--- src/design/wavp_pkg.sv ---
// shared types and constants for the wav header chunk parser
package wavp_pkg;

    localparam int QueueDepth = 2;

    // byte position only matters up to offset 35, beyond that it saturates
    localparam int PosW = 6;
    localparam logic [PosW-1:0] PosSat = 6'd36;

    localparam logic [3:0] ChunkLimitReset = 4'd10;

    localparam logic [31:0] TagRiff = 32'h5249_4646;
    localparam logic [31:0] TagWave = 32'h5741_5645;
    localparam logic [31:0] TagData = 32'h6461_7461;

    localparam logic [2:0] StHeader      = 3'd0;
    localparam logic [2:0] StPayload     = 3'd1;
    localparam logic [2:0] StDone        = 3'd2;
    localparam logic [2:0] StBadRiff     = 3'd3;
    localparam logic [2:0] StBadWave     = 3'd4;
    localparam logic [2:0] StBadChannels = 3'd5;
    localparam logic [2:0] StNoData      = 3'd6;
    localparam logic [2:0] StTruncated   = 3'd7;

    typedef enum logic [3:0] {
        CAP_NONE,
        CAP_FMT_LO,
        CAP_FMT_HI,
        CAP_CH_LO,
        CAP_CH_HI,
        CAP_RATE_0,
        CAP_RATE_1,
        CAP_RATE_2,
        CAP_RATE_3,
        CAP_BITS_LO,
        CAP_BITS_HI
    } cap_sel_t;

    typedef struct packed {
        cap_sel_t cap;
        logic     riff_chk;
        logic     wave_chk;
        logic     chan_chk;
    } byte_class_t;

    typedef struct packed {
        logic [7:0]  data;
        logic        eof;
        byte_class_t cls;
    } entry_t;

    typedef enum logic [3:0] {
        PH_HEADER   = 4'b0001,
        PH_WALK     = 4'b0010,
        PH_PAYLOAD  = 4'b0100,
        PH_FINISHED = 4'b1000
    } phase_t;

endpackage

--- src/design/wavp_front.sv ---
// input side: accepts bytes, tracks file offset and classifies each byte
module wavp_front (
    input  logic             clk,
    input  logic             rst_n,
    input  logic             in_valid,
    output logic             in_stall,
    input  logic [7:0]       byte_value,
    input  logic             end_of_file,
    input  logic             queue_full,
    output logic             push,
    output wavp_pkg::entry_t push_entry
);
    import wavp_pkg::*;

    logic [PosW-1:0] pos_reg;
    logic [PosW-1:0] pos_next;
    byte_class_t     cls;

    assign in_stall = queue_full;
    assign push     = in_valid && !queue_full;

    always_comb
    begin
        cls          = '0;
        cls.cap      = CAP_NONE;
        cls.riff_chk = (pos_reg == 6'd3);
        cls.wave_chk = (pos_reg == 6'd11);
        cls.chan_chk = (pos_reg == 6'd23);
        case (pos_reg)
            6'd20:   cls.cap = CAP_FMT_LO;
            6'd21:   cls.cap = CAP_FMT_HI;
            6'd22:   cls.cap = CAP_CH_LO;
            6'd23:   cls.cap = CAP_CH_HI;
            6'd24:   cls.cap = CAP_RATE_0;
            6'd25:   cls.cap = CAP_RATE_1;
            6'd26:   cls.cap = CAP_RATE_2;
            6'd27:   cls.cap = CAP_RATE_3;
            6'd34:   cls.cap = CAP_BITS_LO;
            6'd35:   cls.cap = CAP_BITS_HI;
            default: cls.cap = CAP_NONE;
        endcase
    end

    assign push_entry.data = byte_value;
    assign push_entry.eof  = end_of_file;
    assign push_entry.cls  = cls;

    always_comb
    begin
        pos_next = pos_reg;
        if (push)
        begin
            if (end_of_file)
                pos_next = '0;
            else if (pos_reg != PosSat)
                pos_next = pos_reg + 1'b1;
        end
    end

    always_ff @(posedge clk or negedge rst_n)
    begin
        if (!rst_n)
            pos_reg <= '0;
        else
            pos_reg <= pos_next;
    end

endmodule

--- src/design/wavp_queue.sv ---
// short fifo of classified bytes between the front and the back
module wavp_queue #(
    parameter int DEPTH = wavp_pkg::QueueDepth
) (
    input  logic             clk,
    input  logic             rst_n,
    input  logic             push,
    input  wavp_pkg::entry_t push_entry,
    input  logic             pop,
    output logic             full,
    output logic             not_empty,
    output wavp_pkg::entry_t head
);
    import wavp_pkg::*;

    localparam int PtrW = (DEPTH > 1) ? $clog2(DEPTH) : 1;
    localparam int CntW = $clog2(DEPTH + 1);
    localparam logic [PtrW-1:0] LastPtr = PtrW'(DEPTH - 1);
    localparam logic [CntW-1:0] FullCnt = CntW'(DEPTH);

    entry_t          slots [DEPTH];
    logic [PtrW-1:0] wr_ptr_reg;
    logic [PtrW-1:0] wr_ptr_next;
    logic [PtrW-1:0] rd_ptr_reg;
    logic [PtrW-1:0] rd_ptr_next;
    logic [CntW-1:0] count_reg;
    logic [CntW-1:0] count_next;

    assign full      = (count_reg == FullCnt);
    assign not_empty = (count_reg != '0);
    assign head      = slots[rd_ptr_reg];

    always_comb
    begin
        wr_ptr_next = wr_ptr_reg;
        rd_ptr_next = rd_ptr_reg;
        count_next  = count_reg;
        if (push)
            wr_ptr_next = (wr_ptr_reg == LastPtr) ? '0 : wr_ptr_reg + 1'b1;
        if (pop)
            rd_ptr_next = (rd_ptr_reg == LastPtr) ? '0 : rd_ptr_reg + 1'b1;
        if (push && !pop)
            count_next = count_reg + 1'b1;
        else if (pop && !push)
            count_next = count_reg - 1'b1;
    end

    always_ff @(posedge clk or negedge rst_n)
    begin
        if (!rst_n)
        begin
            wr_ptr_reg <= '0;
            rd_ptr_reg <= '0;
            count_reg  <= '0;
        end
        else
        begin
            wr_ptr_reg <= wr_ptr_next;
            rd_ptr_reg <= rd_ptr_next;
            count_reg  <= count_next;
        end
    end

    always_ff @(posedge clk)
    begin
        if (push)
            slots[wr_ptr_reg] <= push_entry;
    end

endmodule

--- src/design/wavp_back.sv ---
// parse engine: header checks, field capture, chunk walk, payload pass and result register
module wavp_back (
    input  logic             clk,
    input  logic             rst_n,
    input  logic             not_empty,
    input  wavp_pkg::entry_t head,
    output logic             pop,
    input  logic             cfg_valid,
    output logic             cfg_ready,
    input  logic [3:0]       cfg_data,
    output logic             out_valid,
    input  logic             out_stall,
    output logic             payload_valid,
    output logic [7:0]       payload_byte,
    output logic             payload_last,
    output logic [15:0]      audio_format,
    output logic [15:0]      num_channels,
    output logic [31:0]      sample_freq,
    output logic [15:0]      bits_per_sample,
    output logic [31:0]      payload_size,
    output logic [2:0]       status
);
    import wavp_pkg::*;

    logic [3:0]  limit_reg;

    phase_t      phase_reg, phase_next, phase_cur;
    logic [63:0] shift_reg, shift_next;
    logic [2:0]  hcount_reg, hcount_next;
    logic [31:0] skip_reg, skip_next;
    logic [3:0]  chunks_reg, chunks_next;
    logic [15:0] fmt_reg, fmt_next;
    logic [15:0] ch_reg, ch_next;
    logic [31:0] rate_reg, rate_next;
    logic [15:0] bits_reg, bits_next;
    logic [31:0] remain_reg, remain_next;
    logic [31:0] psize_reg, psize_next;
    logic [2:0]  status_reg, status_next;

    logic        res_valid, res_last;
    logic [31:0] chunk_size;
    logic [3:0]  chunks_dec;
    logic [31:0] remain_dec;

    logic        ovalid_reg;
    logic        pv_reg, plast_reg;
    logic [7:0]  pbyte_reg;
    logic [15:0] ofmt_reg, och_reg, obits_reg;
    logic [31:0] orate_reg, opsize_reg;
    logic [2:0]  ostatus_reg;

    assign pop       = not_empty && (!ovalid_reg || !out_stall);
    assign cfg_ready = 1'b1;

    assign chunks_dec = chunks_reg - 1'b1;
    assign remain_dec = remain_reg - 1'b1;

    // size field is little endian: oldest of the last four bytes is the low byte
    assign chunk_size = {head.data, shift_reg[7:0], shift_reg[15:8], shift_reg[23:16]};

    always_comb
    begin
        phase_next  = phase_reg;
        shift_next  = shift_reg;
        hcount_next = hcount_reg;
        skip_next   = skip_reg;
        chunks_next = chunks_reg;
        fmt_next    = fmt_reg;
        ch_next     = ch_reg;
        rate_next   = rate_reg;
        bits_next   = bits_reg;
        remain_next = remain_reg;
        psize_next  = psize_reg;
        status_next = status_reg;
        res_valid   = 1'b0;
        res_last    = 1'b0;
        phase_cur   = phase_reg;

        if (status_reg < StBadRiff)
        begin
            case (head.cls.cap)
                CAP_FMT_LO:  fmt_next[7:0]    = head.data;
                CAP_FMT_HI:  fmt_next[15:8]   = head.data;
                CAP_CH_LO:   ch_next[7:0]     = head.data;
                CAP_CH_HI:   ch_next[15:8]    = head.data;
                CAP_RATE_0:  rate_next[7:0]   = head.data;
                CAP_RATE_1:  rate_next[15:8]  = head.data;
                CAP_RATE_2:  rate_next[23:16] = head.data;
                CAP_RATE_3:  rate_next[31:24] = head.data;
                CAP_BITS_LO: bits_next[7:0]   = head.data;
                CAP_BITS_HI: bits_next[15:8]  = head.data;
                default:     ;
            endcase
        end

        // channel check overrides whatever the walk or payload would do with this byte
        if (head.cls.chan_chk && status_reg < StBadRiff
            && ch_next != 16'd1 && ch_next != 16'd2)
        begin
            phase_cur   = PH_FINISHED;
            phase_next  = PH_FINISHED;
            status_next = StBadChannels;
        end

        case (phase_cur)
            PH_HEADER:
            begin
                shift_next = {shift_reg[55:0], head.data};
                if (head.cls.riff_chk && shift_next[31:0] != TagRiff)
                begin
                    phase_next  = PH_FINISHED;
                    status_next = StBadRiff;
                end
                else if (head.cls.wave_chk)
                begin
                    if (shift_next[31:0] != TagWave)
                    begin
                        phase_next  = PH_FINISHED;
                        status_next = StBadWave;
                    end
                    else
                    begin
                        phase_next  = PH_WALK;
                        shift_next  = '0;
                        hcount_next = '0;
                        skip_next   = '0;
                        chunks_next = limit_reg;
                    end
                end
            end
            PH_WALK:
            begin
                if (skip_reg != '0)
                    skip_next = skip_reg - 1'b1;
                else
                begin
                    shift_next = {shift_reg[55:0], head.data};
                    if (hcount_reg != 3'd7)
                        hcount_next = hcount_reg + 1'b1;
                    else
                    begin
                        // eighth header byte: id and size complete
                        hcount_next = '0;
                        if (chunks_reg == '0)
                        begin
                            phase_next  = PH_FINISHED;
                            status_next = StNoData;
                        end
                        else if (shift_next[63:32] == TagData)
                        begin
                            psize_next = chunk_size;
                            if (chunk_size == '0)
                            begin
                                phase_next  = PH_FINISHED;
                                status_next = StDone;
                            end
                            else
                            begin
                                remain_next = chunk_size;
                                phase_next  = PH_PAYLOAD;
                                status_next = StPayload;
                            end
                        end
                        else
                        begin
                            chunks_next = chunks_dec;
                            if (chunks_dec == '0)
                            begin
                                phase_next  = PH_FINISHED;
                                status_next = StNoData;
                            end
                            else
                                skip_next = chunk_size;
                        end
                    end
                end
            end
            PH_PAYLOAD:
            begin
                res_valid   = 1'b1;
                remain_next = remain_dec;
                if (remain_dec == '0)
                begin
                    res_last    = 1'b1;
                    phase_next  = PH_FINISHED;
                    status_next = StDone;
                end
            end
            default: ;
        endcase

        if (head.eof)
        begin
            if (phase_next == PH_HEADER || phase_next == PH_PAYLOAD)
                status_next = StTruncated;
            else if (phase_next == PH_WALK)
                status_next = StNoData;
        end
    end

    always_ff @(posedge clk or negedge rst_n)
    begin
        if (!rst_n)
            limit_reg <= ChunkLimitReset;
        else if (cfg_valid && cfg_ready)
            limit_reg <= cfg_data;
    end

    always_ff @(posedge clk or negedge rst_n)
    begin
        if (!rst_n)
        begin
            phase_reg  <= PH_HEADER;
            shift_reg  <= '0;
            hcount_reg <= '0;
            skip_reg   <= '0;
            chunks_reg <= '0;
            fmt_reg    <= '0;
            ch_reg     <= '0;
            rate_reg   <= '0;
            bits_reg   <= '0;
            remain_reg <= '0;
            psize_reg  <= '0;
            status_reg <= StHeader;
        end
        else if (pop)
        begin
            if (head.eof)
            begin
                // end of file rearms for the next file
                phase_reg  <= PH_HEADER;
                shift_reg  <= '0;
                hcount_reg <= '0;
                skip_reg   <= '0;
                chunks_reg <= '0;
                fmt_reg    <= '0;
                ch_reg     <= '0;
                rate_reg   <= '0;
                bits_reg   <= '0;
                remain_reg <= '0;
                psize_reg  <= '0;
                status_reg <= StHeader;
            end
            else
            begin
                phase_reg  <= phase_next;
                shift_reg  <= shift_next;
                hcount_reg <= hcount_next;
                skip_reg   <= skip_next;
                chunks_reg <= chunks_next;
                fmt_reg    <= fmt_next;
                ch_reg     <= ch_next;
                rate_reg   <= rate_next;
                bits_reg   <= bits_next;
                remain_reg <= remain_next;
                psize_reg  <= psize_next;
                status_reg <= status_next;
            end
        end
    end

    always_ff @(posedge clk or negedge rst_n)
    begin
        if (!rst_n)
            ovalid_reg <= 1'b0;
        else if (pop)
            ovalid_reg <= 1'b1;
        else if (!out_stall)
            ovalid_reg <= 1'b0;
    end

    always_ff @(posedge clk)
    begin
        if (pop)
        begin
            pv_reg      <= res_valid;
            pbyte_reg   <= res_valid ? head.data : 8'd0;
            plast_reg   <= res_last;
            ofmt_reg    <= fmt_next;
            och_reg     <= ch_next;
            orate_reg   <= rate_next;
            obits_reg   <= bits_next;
            opsize_reg  <= psize_next;
            ostatus_reg <= status_next;
        end
    end

    assign out_valid       = ovalid_reg;
    assign payload_valid   = pv_reg;
    assign payload_byte    = pbyte_reg;
    assign payload_last    = plast_reg;
    assign audio_format    = ofmt_reg;
    assign num_channels    = och_reg;
    assign sample_freq     = orate_reg;
    assign bits_per_sample = obits_reg;
    assign payload_size    = opsize_reg;
    assign status          = ostatus_reg;

endmodule

--- src/design/wav_header_chunk_parser.sv ---
// top level of the riff/wave header parser
//
// Input channel: one file byte per word (byte_value, end_of_file) on
// in_valid / in_stall. end_of_file marks the final byte and rearms the parser.
// Output channel: one result word per input byte on out_valid / out_stall:
// payload pass-through flags, captured format fields, data size and status.
// Config channel: cfg_valid / cfg_ready writes chunk_limit (reset 10); write it
// only while no bytes are in flight. cfg_ready is always high.
//
// An accepted byte is held in the front queue and then registered in the engine's
// result register before its result word appears on the outputs.
// Throughput: one byte per cycle while out_stall is low; the engine does one compare,
// shift and counter update per byte from the queue head.
// A stalled output holds its word; the queue then fills and in_stall rises
// once it holds QUEUE_DEPTH bytes.
// Reset: queue empty, no result pending, chunk_limit back to 10, parser
// waits for offset 0 of a new file.
module wav_header_chunk_parser #(
    parameter int QUEUE_DEPTH = wavp_pkg::QueueDepth
) (
    input  logic        clk,
    input  logic        rst_n,
    input  logic        in_valid,
    output logic        in_stall,
    input  logic [7:0]  byte_value,
    input  logic        end_of_file,
    input  logic        cfg_valid,
    output logic        cfg_ready,
    input  logic [3:0]  cfg_data,
    output logic        out_valid,
    input  logic        out_stall,
    output logic        payload_valid,
    output logic [7:0]  payload_byte,
    output logic        payload_last,
    output logic [15:0] audio_format,
    output logic [15:0] num_channels,
    output logic [31:0] sample_freq,
    output logic [15:0] bits_per_sample,
    output logic [31:0] payload_size,
    output logic [2:0]  status
);
    import wavp_pkg::*;

    logic   push, pop, queue_full, queue_not_empty;
    entry_t push_entry, head;

    wavp_front u_front (
        .clk        (clk),
        .rst_n      (rst_n),
        .in_valid   (in_valid),
        .in_stall   (in_stall),
        .byte_value (byte_value),
        .end_of_file(end_of_file),
        .queue_full (queue_full),
        .push       (push),
        .push_entry (push_entry)
    );

    wavp_queue #(
        .DEPTH(QUEUE_DEPTH)
    ) u_queue (
        .clk       (clk),
        .rst_n     (rst_n),
        .push      (push),
        .push_entry(push_entry),
        .pop       (pop),
        .full      (queue_full),
        .not_empty (queue_not_empty),
        .head      (head)
    );

    wavp_back u_back (
        .clk            (clk),
        .rst_n          (rst_n),
        .not_empty      (queue_not_empty),
        .head           (head),
        .pop            (pop),
        .cfg_valid      (cfg_valid),
        .cfg_ready      (cfg_ready),
        .cfg_data       (cfg_data),
        .out_valid      (out_valid),
        .out_stall      (out_stall),
        .payload_valid  (payload_valid),
        .payload_byte   (payload_byte),
        .payload_last   (payload_last),
        .audio_format   (audio_format),
        .num_channels   (num_channels),
        .sample_freq    (sample_freq),
        .bits_per_sample(bits_per_sample),
        .payload_size   (payload_size),
        .status         (status)
    );

endmodule

--- config.mk ---
export PLATFORM = sky130hd
export DESIGN_NAME = wav_header_chunk_parser
export DESIGN_NICKNAME = d
export VERILOG_FILES = /design/src/design/wavp_pkg.sv /design/src/design/wavp_front.sv /design/src/design/wavp_queue.sv /design/src/design/wavp_back.sv /design/src/design/wav_header_chunk_parser.sv
export SDC_FILE = /design/constraint.sdc
export NUM_CORES = 1
export LEC_CHECK = 0
export BUFFER_PORTS_ARGS = -buffer_cell sky130_fd_sc_hd__buf_4
export CAP_MARGIN = 5
export CORE_UTILIZATION = 45
export DETAILED_ROUTE_END_ITERATION = 12
export GPL_TIMING_DRIVEN = 0
export HOLD_SLACK_MARGIN = 0.1
export PLACE_DENSITY_LB_ADDON = 0.12
export SYNTH_ARGS = -nofsm -noshare
export SYNTH_HDL_FRONTEND = slang
export SYNTH_SLANG_ARGS = --single-unit
--- constraint.sdc ---
create_clock -name clk -period 10.35 [get_ports clk]
set_input_delay 1.035 -clock clk [delete_from_list [all_inputs] [get_ports clk]]
set_output_delay 1.035 -clock clk [all_outputs]
set_load 0.03 [all_outputs]
* Word-level counts from Yosys, hierarchy flattened
Memory sizes are Yosys's and may differ from the RTL's. Index checks and enable logic that the tools add are counted.
Cells by class: $add $sub $neg 9, magnitude comparators 1, equality and inequality tests 50, multiplexer cells 105, reduce and logical (&&, ||, !) cells 31
Operator list (number):
- $mux 32 | 23
- $mux 56 | 5
- $pmux 32 s2 | 2
- $pmux 56 s2 | 1
- $mux 16 | 6
- $mux 4 | 20
- $mux 8 | 10
- $logic_not 32->1 | 2
- $ne 32x31->1 const B | 2
- $sub 32x1->32 const B | 2
- $mux 3 | 20
- $eq 6x5->1 const B | 8
- $pmux 4 s10 | 1
- $eq 32x31->1 const B | 1
- $reduce_bool 32->1 | 1
- $ne 3x3->1 const B | 9
- $eq 4x3->1 const B | 6
- $reduce_and 9->1 | 2
- $eq 4x2->1 const B | 4
- $ne 16x1->1 const B | 1
- $ne 16x2->1 const B | 1
- $ne 4x3->1 const B | 4
- $eq 4x1->1 const B | 3
- $eq 4x4->1 const B | 3
- other kinds (31) | 59
Storage, ports and cells: register bits 386, RAM bits 32, output and inout port bits 128, memories kept 1
Memories:
- u_queue.slots | depth 2, bits a word 16, read ports 1, clocked after Yosys merged registers in 0, wr ports 1, line wavp_queue.sv:21 | entry_t slots [DEPTH];

* Longest topological paths before layout
Gate-level depths: netlist (run 1). An unclocked memory read counts as a cell.
word-level depth 19, mapped depth 14, gate-level depth less buffers 11

* Cells and area by module
From an unflattened synthesis (run 1), not the netlist that was laid out.
Unflattened totals: cell total of the unflattened synthesis 1730, area total of the unflattened synthesis 19526.2 sq um
By module, submodules not included:
- wavp_back | instances 1, cells each 1588, area an instance 17480.5 sq um, seq. area each 10038.4 sq um
- wavp_queue | instances 1, cells each 66, area an instance 1395.1 sq um, seq. area each 1061.0 sq um
- wavp_front | instances 1, cells each 76, area an instance 650.6 sq um, seq. area each 150.1 sq um

* Least setup slack after synthesis (run 1)
Ideal clock, no wire load.
kind input to register, start in out_stall, end reg u_back.shift_reg[15], library setup time 0.121 ns, arrival 5.327 ns, slack 4.902 ns, cell stages on the path 8, cell sequence nand2_1 > o21ai_1 > clkinv_1 > o21ai_1 > a21oi_1 > buf_4 > buf_6 > a22o_1
On the way: word-level cells in the longest chain between the ends 4
Ends and longest elaborated chain:
- start: declaration | line wav_header_chunk_parser.sv:31 | input logic out_stall,
- $logic_not 1->1 | line wavp_back.sv:52 | assign pop = not_empty && (!ovalid_reg || !out_stall);
- $logic_or 1x1->1 | line wavp_back.sv:52
- $logic_and 1x1->1 | line wavp_back.sv:52
- named net pop | line wav_header_chunk_parser.sv:44 | logic push, pop, queue_full, queue_not_empty;
- $reduce_and 3->1 (no line)
- end signal: assignment | line wavp_back.sv:247 | shift_reg <= shift_next;
- end: declaration | line wavp_back.sv:28 | logic [63:0] shift_reg, shift_next;
The timed path passes the listed nets, and every way through them passes these cells. A chain may end at the register's enable or synchronous reset.

* Worst setup path in the final report (run 1)
start reg u_back.remain_reg[3], end reg u_back.ostatus_reg[1] (netlist: u_back.status[1]) (data pin)
On the way: word-level cells in the longest chain between the ends 8, elaborated cells on any way between the ends 13
Ends and longest elaborated chain:
- start: declaration | line wavp_back.sv:36 | logic [31:0] remain_reg, remain_next;
- start signal: assignment | line wavp_back.sv:255 | remain_reg <= remain_next;
- $sub 32x1->32 (*) | line wavp_back.sv:56 | assign remain_dec = remain_reg - 1'b1;
- $logic_not 32->1 (*) | line wavp_back.sv:182 | if (remain_dec == '0)
- $mux 4 | line wavp_back.sv:182
- $pmux 4 s3 | line wavp_back.sv:105 | case (phase_cur)
- $eq 4x2->1, or another cell as far along | line wavp_back.sv:196 | else if (phase_next == PH_WALK)
- $mux 3 / $logic_or 1x1->1 (equally long branches) | line wavp_back.sv:196, wavp_back.sv:194
- $mux 3 | line wavp_back.sv:194 | if (phase_next == PH_HEADER || phase_next == PH_PAYLOAD)
- $mux 3 (*) | line wavp_back.sv:192 | if (head.eof)
- named net u_back.status_next[1] | line wavp_back.sv:38 | logic [2:0] status_reg, status_next;
- end signal: assignment | line wavp_back.sv:284 | ostatus_reg <= status_next;
- end: declaration | line wavp_back.sv:50 | logic [2:0] ostatus_reg;
The timed path passes the listed nets; every way through them passes the cells marked *.

==> results of run 1 <==
==> worst max-delay path, delay by kind of cell (launching register included) <==
family | cells | cell delay (ns)
buffers and inverters | 2 | 0.40
flip-flops | 1 | 0.36
AO/OA/AOI/OAI | 2 | 0.59
AND/OR/NAND/NOR | 5 | 2.80
multiplexers | 1 | 0.29
XOR/XNOR | 1 | 0.12
==> per-layer routing <==
| metal | wire (um) | vias to the layer above |
|---|---|---|
| met5 | 0 | - |
| met1 | 23800 | 7489 |
| met2 | 26000 | 514 |
| met3 | 2920 | 106 |
| met4 | 2090 | 0 |
| li1 | - | 6953 |
==> final timing paths <==
path	slack (ns)	startpoint	to
setup reg to reg	5.54	u_back.remain_reg[3]$_DFFE_PN0P_	u_back.status[1]$_DFFE_PP_
min in group clk	0.48	u_back.psize_reg[31]$_DFFE_PN0P_	u_back.psize_reg[31]$_DFFE_PN0P_
max in group asynchronous	8.98	rst_n	u_back.shift_reg[11]$_DFFE_PN0P_
hold / removal	0.40	rst_n	u_back.rate_reg[4]$_DFFE_PN0P_
setup / recovery	5.54	u_back.remain_reg[3]$_DFFE_PN0P_	u_back.status[1]$_DFFE_PP_
hold reg to reg	0.48	u_back.psize_reg[31]$_DFFE_PN0P_	u_back.psize_reg[31]$_DFFE_PN0P_
==> layout make-up <==
class,instances,area (um2),area share [%]
sequential,418,11200,49.6
multi-input combinational,1188,7330,32.3
clock buffer,58,1240,5.45
timing repair buffer,147,1170,5.16
tap,539,674,2.97
buffer,121,533,2.35
clock inverter,28,370,1.63
inverter,32,125,0.552
==> cell families (layout without fill, tap and decap cells) <==
logic type	Yosys count	in the layout	synth area share, %
AOI/OAI and AO/OA	569	569	19.5
and+or+nand+nor	531	531	13.7
DFF	418	418	58.5
buffers and inverters	153	386	3.40
muxes	59	59	3.35
xor gates and xnor gates	16	16	0.729
adders and majority gates	12	12	0.781
other	1	1	0.0195
==> cell usage in the layout, fill, tap and decap left out, types with 23 or more instances in the layout <==
| cell | n |
|---|---|
| nand2_1 | 144 |
| dfrtp_1 | 258 |
| buf_4 | 147 |
| clkbuf_16 | 47 |
| nor4_1 | 37 |
| mux2_2 | 40 |
| nor3_1 | 51 |
| o21ai_1 | 58 |
| a21oi_1 | 115 |
| clkbuf_1 | 90 |
| o21ai_0 | 153 |
| a22o_1 | 160 |
| inv_1 | 30 |
| nor2_1 | 161 |
| nand3_1 | 23 |
| edfxtp_1 | 157 |
==> stage by stage <==
| step | cells | setup slack, ns | hold WS (ns) | util (%) |
|---|---|---|---|---|
| final | 2531 | 5.54 | 0.400 | 54.0 |
| after global routing | 2531 | 5.26 | 0.443 | 54.0 |
| after CTS | 2531 | 5.62 | 0.424 | 54.0 |
| after detailed placement | 2445 | 5.71 | 0.472 | 50.1 |
| after global placement | 2442 | 1.76 | 0.462 | 49.9 |
| after floorplan | 1759 | 4.90 | 0.446 | - |
==> power by group <==
part	switching [W]	internal (W)	leakage, nW	total [W]
sequential	0.000282	0.00222	5.15	0.00250
combinational	0.00174	0.000805	3.69	0.00255
clock	0.000687	0.00105	0.771	0.00174
==> impl_metrics.env, run 1 <==
export IMPL_status="complete, no violations"
export IMPL_fillCellCount=3702
export IMPL_io_pins=146
export IMPL_fp_dieW_um=209
export IMPL_yosys_warnings=0
export IMPL_finalCritPeriodShare_pct=46.5
export IMPL_holdBufCountCts=0
export IMPL_grt_pass1_vias=14700
export IMPL_cts_htree_levels=2
export IMPL_slew_headroom_pct=16.0
export IMPL_syn_to_final_growth_pct=18.0
export IMPL_cts_buffers=46
export IMPL_rsz0062_at_grt="false"
export IMPL_grt_util_met3_pct=3.08
export IMPL_ctsLongestPathBuffers=3
export IMPL_synth_top_flop_cell="dfrtp_1"
export IMPL_setup_viol=0
export IMPL_leakagePower_nw=9.62
export IMPL_r2r_cells=11
export IMPL_grt_overflow_total=0
export IMPL_ant_nets=0
export IMPL_power_w=0.00679
export IMPL_skew_ns=0.0343
export IMPL_post_cts_resize_count=0
export IMPL_design_area_um2=22700
export IMPL_via_count=15100
export IMPL_wl_per_cell_um=21.7
export IMPL_fin_nets=1984
export IMPL_endpoint_kind="flop"
export IMPL_cts_tree="yes"
export IMPL_dieHeight_um=209
export IMPL_synth_top_area_share_pct=33.6
export IMPL_vdd_ir_drop_max_uv=134
export IMPL_finalHoldViolations=0
export IMPL_yosysTopAreaCell="dfrtp_1"
export IMPL_ys_top_cells_by_count="258 x dfrtp_1, 162 x nor2_1, 160 x a22o_1"
export IMPL_finalSetupTns_ns=0
export IMPL_drv_cap=0
export IMPL_gp_congestion=0.889
export IMPL_core_area_um2=42000
export IMPL_synth_area_leaders="dfrtp_1 34%, edfxtp_1 25%, a22o_1 7.3%"
export IMPL_max_freq_ghz=0.208
export IMPL_dieArea_um2=43600
export IMPL_synthArstFlopShare_pct=62.4
export IMPL_vias_per_cell=5.95
export IMPL_cp_slowest_cell="nor4_1"
export IMPL_insertion_delay_ns=0.59
export IMPL_largest_reg_flops=56
export IMPL_cts_clk_slew_worst_paths_ns=0.06
export IMPL_grt_pass1_wl_mm=85.9
export IMPL_cp_cell_sequence="clkbuf_1 -> or3_1 -> clkbuf_1 -> nor4_1 -> nor4b_1 -> xor2_1 -> nor4_1 -> nand3_1 -> a211oi_1 -> mux2i_1 -> o21ai_0"
export IMPL_global_route_usage_met2_pct=41.4
export IMPL_synth_nets=1789
export IMPL_cts_num_sinks=418
export IMPL_antenna_cells=0
export IMPL_dp_hpwl_mm=37.8
export IMPL_cts_root_buffer="clkbuf_16"
export IMPL_ys_types=83
export IMPL_ys_ff_latch=418
export IMPL_synth_edf_count=157
export IMPL_track_usage_pct=25.4
export IMPL_syn_inst=1759
export IMPL_routed_wl_mm=54.8
export IMPL_initial_core_util_pct=45.7
export IMPL_setup_worst_path_class="flop to flop"
export IMPL_syn_area_per_cell_um2=10.9
export IMPL_numPortBuffers=144
export IMPL_power_density_cell_area_nw_per_um2=299
export IMPL_post_cts_setup_buffers=0
export IMPL_grtUsageMet1_pct=34.3
export IMPL_drive_above_1_share_pct=16.3
export IMPL_drtPass1Iterations=5
export IMPL_timing_critical_path_required_ns=10.68
export IMPL_arrival_ns=5.14
export IMPL_path_max_fanout=9
export IMPL_slew_violations=0
export IMPL_netlist_area_um2=19200
export IMPL_hold_class="input pin to async pin"
export IMPL_drc=0
export IMPL_yosysSeqAreaShare_pct=58.5
export IMPL_drt_iter0_drc=1244
export IMPL_worst_pin_slew_ns=1.25
export IMPL_antenna_found_initial=0
export IMPL_yosysMostFrequentCell="dfrtp_1"
export IMPL_grt_busiest_layer="met2"
export IMPL_start_kind="flop"
export IMPL_grt_max_degree=100
export IMPL_cpPeakStageDelay_ns=0.91
export IMPL_finalCriticalPeriod_ns=4.81
export IMPL_rows=75
export IMPL_postPlaceCellArea_um2=21100
(Power assumes the default switching activity.)
==> run 2, diff against run 1 <==
==> constraint.sdc (replaced) <==
create_clock -name clk -period 4.3 [get_ports clk]
set_input_delay 0.43 -clock clk [delete_from_list [all_inputs] [get_ports clk]]
set_output_delay 0.43 -clock clk [all_outputs]
set_load 0.03 [all_outputs]
==> run 2 against run 1 <==
Effect of this change: power increased by 140%; final cell count increased by 0.55%; setup slack got worse by 5.4 ns; final area increased by 0.44%; combinational power increased by 140%; first-iteration DRC count increased by 16%; critical path depth unchanged; sequential cell count unchanged; sequential share of layout area decreased by 0.22 points; sequential power increased by 140%; critical endpoint is now u_back.status[2]$_DFFE_PP_; largest cell class unchanged.
==> impl_metrics.env, run 2 (same netlist as run 1, synthesis figures left out) <==
export IMPL_grt_pass1_wl_mm=87.3
export IMPL_endpoint_kind="flop"
export IMPL_dieHeight_um=209
export IMPL_p_int_w=0.00951
export IMPL_p_clk_share_pct=24.1
export IMPL_leakagePower_nw=9.68
export IMPL_drtPass1Iterations=5
export IMPL_status="complete, no violations"
export IMPL_finalCriticalPeriod_ns=4.14
export IMPL_largest_reg_flops=56
export IMPL_cts_tree="yes"
export IMPL_setup_viol=0
export IMPL_antenna_found_initial=1
export IMPL_finalHoldViolations=0
export IMPL_io_pins=146
export IMPL_grt_pass1_vias=14900
export IMPL_timing_critical_path_required_ns=4.62
export IMPL_grt_max_degree=117
export IMPL_fin_nets=1999
export IMPL_vias_per_cell=6.01
export IMPL_fillCellCount=3692
export IMPL_arrival_ns=4.46
export IMPL_wl_per_cell_um=22.0
export IMPL_cts_buffers=45
export IMPL_core_area_um2=42000
export IMPL_vdd_ir_drop_max_uv=389
export IMPL_antenna_cells=0
export IMPL_max_freq_ghz=0.242
export IMPL_track_usage_pct=25.8
export IMPL_start_kind="flop"
export IMPL_p_sw_w=0.00659
export IMPL_cts_clk_slew_worst_paths_ns=0.06
export IMPL_cts_num_sinks=418
export IMPL_initial_core_util_pct=45.7
export IMPL_cp_cell_sequence="clkbuf_1 -> or3_1 -> clkbuf_1 -> or4_1 -> nor4_1 -> xor2_1 -> nor4_4 -> a21oi_1 -> or4b_1 -> a21oi_1 -> o21ai_1"
export IMPL_final_cell_mix="258 x dfrtp_1, 161 x nor2_1, 160 x a22o_1"
export IMPL_switching_share_pct=40.9
export IMPL_hold_class="input pin to flop"
export IMPL_cpPeakStageDelay_ns=0.63
export IMPL_gp_congestion=0.935
export IMPL_ctsLongestPathBuffers=3
export IMPL_syn_to_final_growth_pct=18.5
export IMPL_slew_headroom_pct=35.1
export IMPL_drive_above_1_share_pct=16.8
export IMPL_dp_hpwl_mm=37.8
export IMPL_p_seq_share_pct=37.3
export IMPL_cts_htree_levels=2
export IMPL_place_inst=2445
export IMPL_cts_root_buffer="clkbuf_16"
export IMPL_instances_no_fill=2545
export IMPL_insertion_delay_ns=0.59
export IMPL_dieArea_um2=43600
export IMPL_drt_iter0_drc=1445
export IMPL_grt_overflow_total=0
export IMPL_power_density_cell_area_nw_per_um2=706
export IMPL_pwr_share_comb_pct=38.6
export IMPL_skew_ns=0.0222
export IMPL_cp_slowest_cell="or4_1"
export IMPL_worst_pin_slew_ns=0.968
export IMPL_drv_cap=0
export IMPL_fp_dieW_um=209
export IMPL_routed_wl_mm=55.9
export IMPL_layout_commonest_cell="dfrtp_1"
export IMPL_ant_nets=0
export IMPL_setup_worst_path_class="flop to flop"
export IMPL_final_util_pct=54.2
export IMPL_finalCritPeriodShare_pct=96.3
export IMPL_slew_violations=0
export IMPL_final_seq_area_um2=11200
export IMPL_numPortBuffers=144
export IMPL_path_max_fanout=9
export IMPL_multi_input_area_um2=7410
export IMPL_drc=0
export IMPL_rows=75
export IMPL_via_count=15300
==> run 2: cell types whose count changed in the layout (fill, tap and decap cells not counted), sizes merged <==
cell         before  now
bufinv            8    3
clkinvlp          5    3
clkinv           14   19
buf             187  189
clkbuf          139  138
dlygate4sd3       0   15
==> run 2: worst max-delay path, delay by kind of cell (launching register included) <==
| family | cells | cell delay (ns) |
|---|---|---|
| and+or+nand+nor | 5 | 2.41 |
| AOI/OAI and AO/OA | 3 | 0.53 |
| DFF | 1 | 0.36 |
| buffers and inverters | 2 | 0.41 |
| xor gates and xnor gates | 1 | 0.15 |
==> run 2: layer usage <==
layer | vias up | track usage [%] | share of wire (%)
li1 | 6971 | - | -
met1 | 7662 | 35.8 | 44
met2 | 553 | 40.9 | 46
met3 | 106 | 4.09 | 6.2
met4 | 0 | 9.61 | 3.2
met5 | - | 0 | 0
==> run 2: stage by stage <==
step	worst slack (ns)	setup TNS (ns)	instance area (um2)	total power, W	hold slack (ns)
final	0.160	0	22800	0.0161	0.138
after global routing	-0.00301	-0.00301	22800	0.0168	0.136
after CTS	0.0176	0	22700	0.0161	0.116
after detailed placement	-0.409	-1.91	21100	0.0122	0.441
after global placement	-1.04	-134.72	21000	0.0121	0.465
after floorplan	0.781	0	19200	0.00983	0.134
==> run 2: path summary, 6_finish.rpt <==
kind	start	to	slack, ns	cells after the start
worst max register to register	u_back.remain_reg[3]$_DFFE_PN0P_	u_back.status[2]$_DFFE_PP_	0.16	11
worst min register to register	u_back.psize_reg[24]$_DFFE_PN0P_	u_back.psize_reg[24]$_DFFE_PN0P_	0.49	2
max in group asynchronous	rst_n	u_back.skip_reg[10]$_DFFE_PN0P_	2.50	4
min in group asynchronous	rst_n	u_front.pos_reg[0]$_DFFE_PN0P_	0.40	2
worst min-delay path	cfg_valid	u_back.limit_reg[3]$_DFFE_PN1P_	0.14	2
worst max-delay path	u_back.remain_reg[3]$_DFFE_PN0P_	u_back.status[2]$_DFFE_PP_	0.16	11
==> run 2: layout make-up <==
type | instances | area share (%)
buffer | 120 | 2.33
sequential | 418 | 49.4
timing repair buffer | 164 | 5.86
clock buffer | 58 | 5.38
multi-input combinational | 1188 | 32.5
tap | 539 | 2.96
clock inverter | 26 | 1.02
inverter | 32 | 0.549
==> run 2: what timing repair did <==
action,CTS,global route
endpoints found under the setup margin,54,146
hold buffers,15,0
resized for setup,6,11
pin swaps,0,1
hold endpoints to repair,92,0
setup buffers,0,2
==> run 2: power by group through the flow <==
stage / logic (W) / clock network (W) / registers [W]
4_1_cts: 0.00616 / 0.00394 / 0.00600
3_5_place_dp: 0.00612 / 0 / 0.00606
2_1_floorplan: 0.00297 / 0 / 0.00686
3_3_place_gp: 0.00602 / 0 / 0.00607
6_report: 0.00622 / 0.00387 / 0.00600
5_1_grt: 0.00666 / 0.00407 / 0.00611
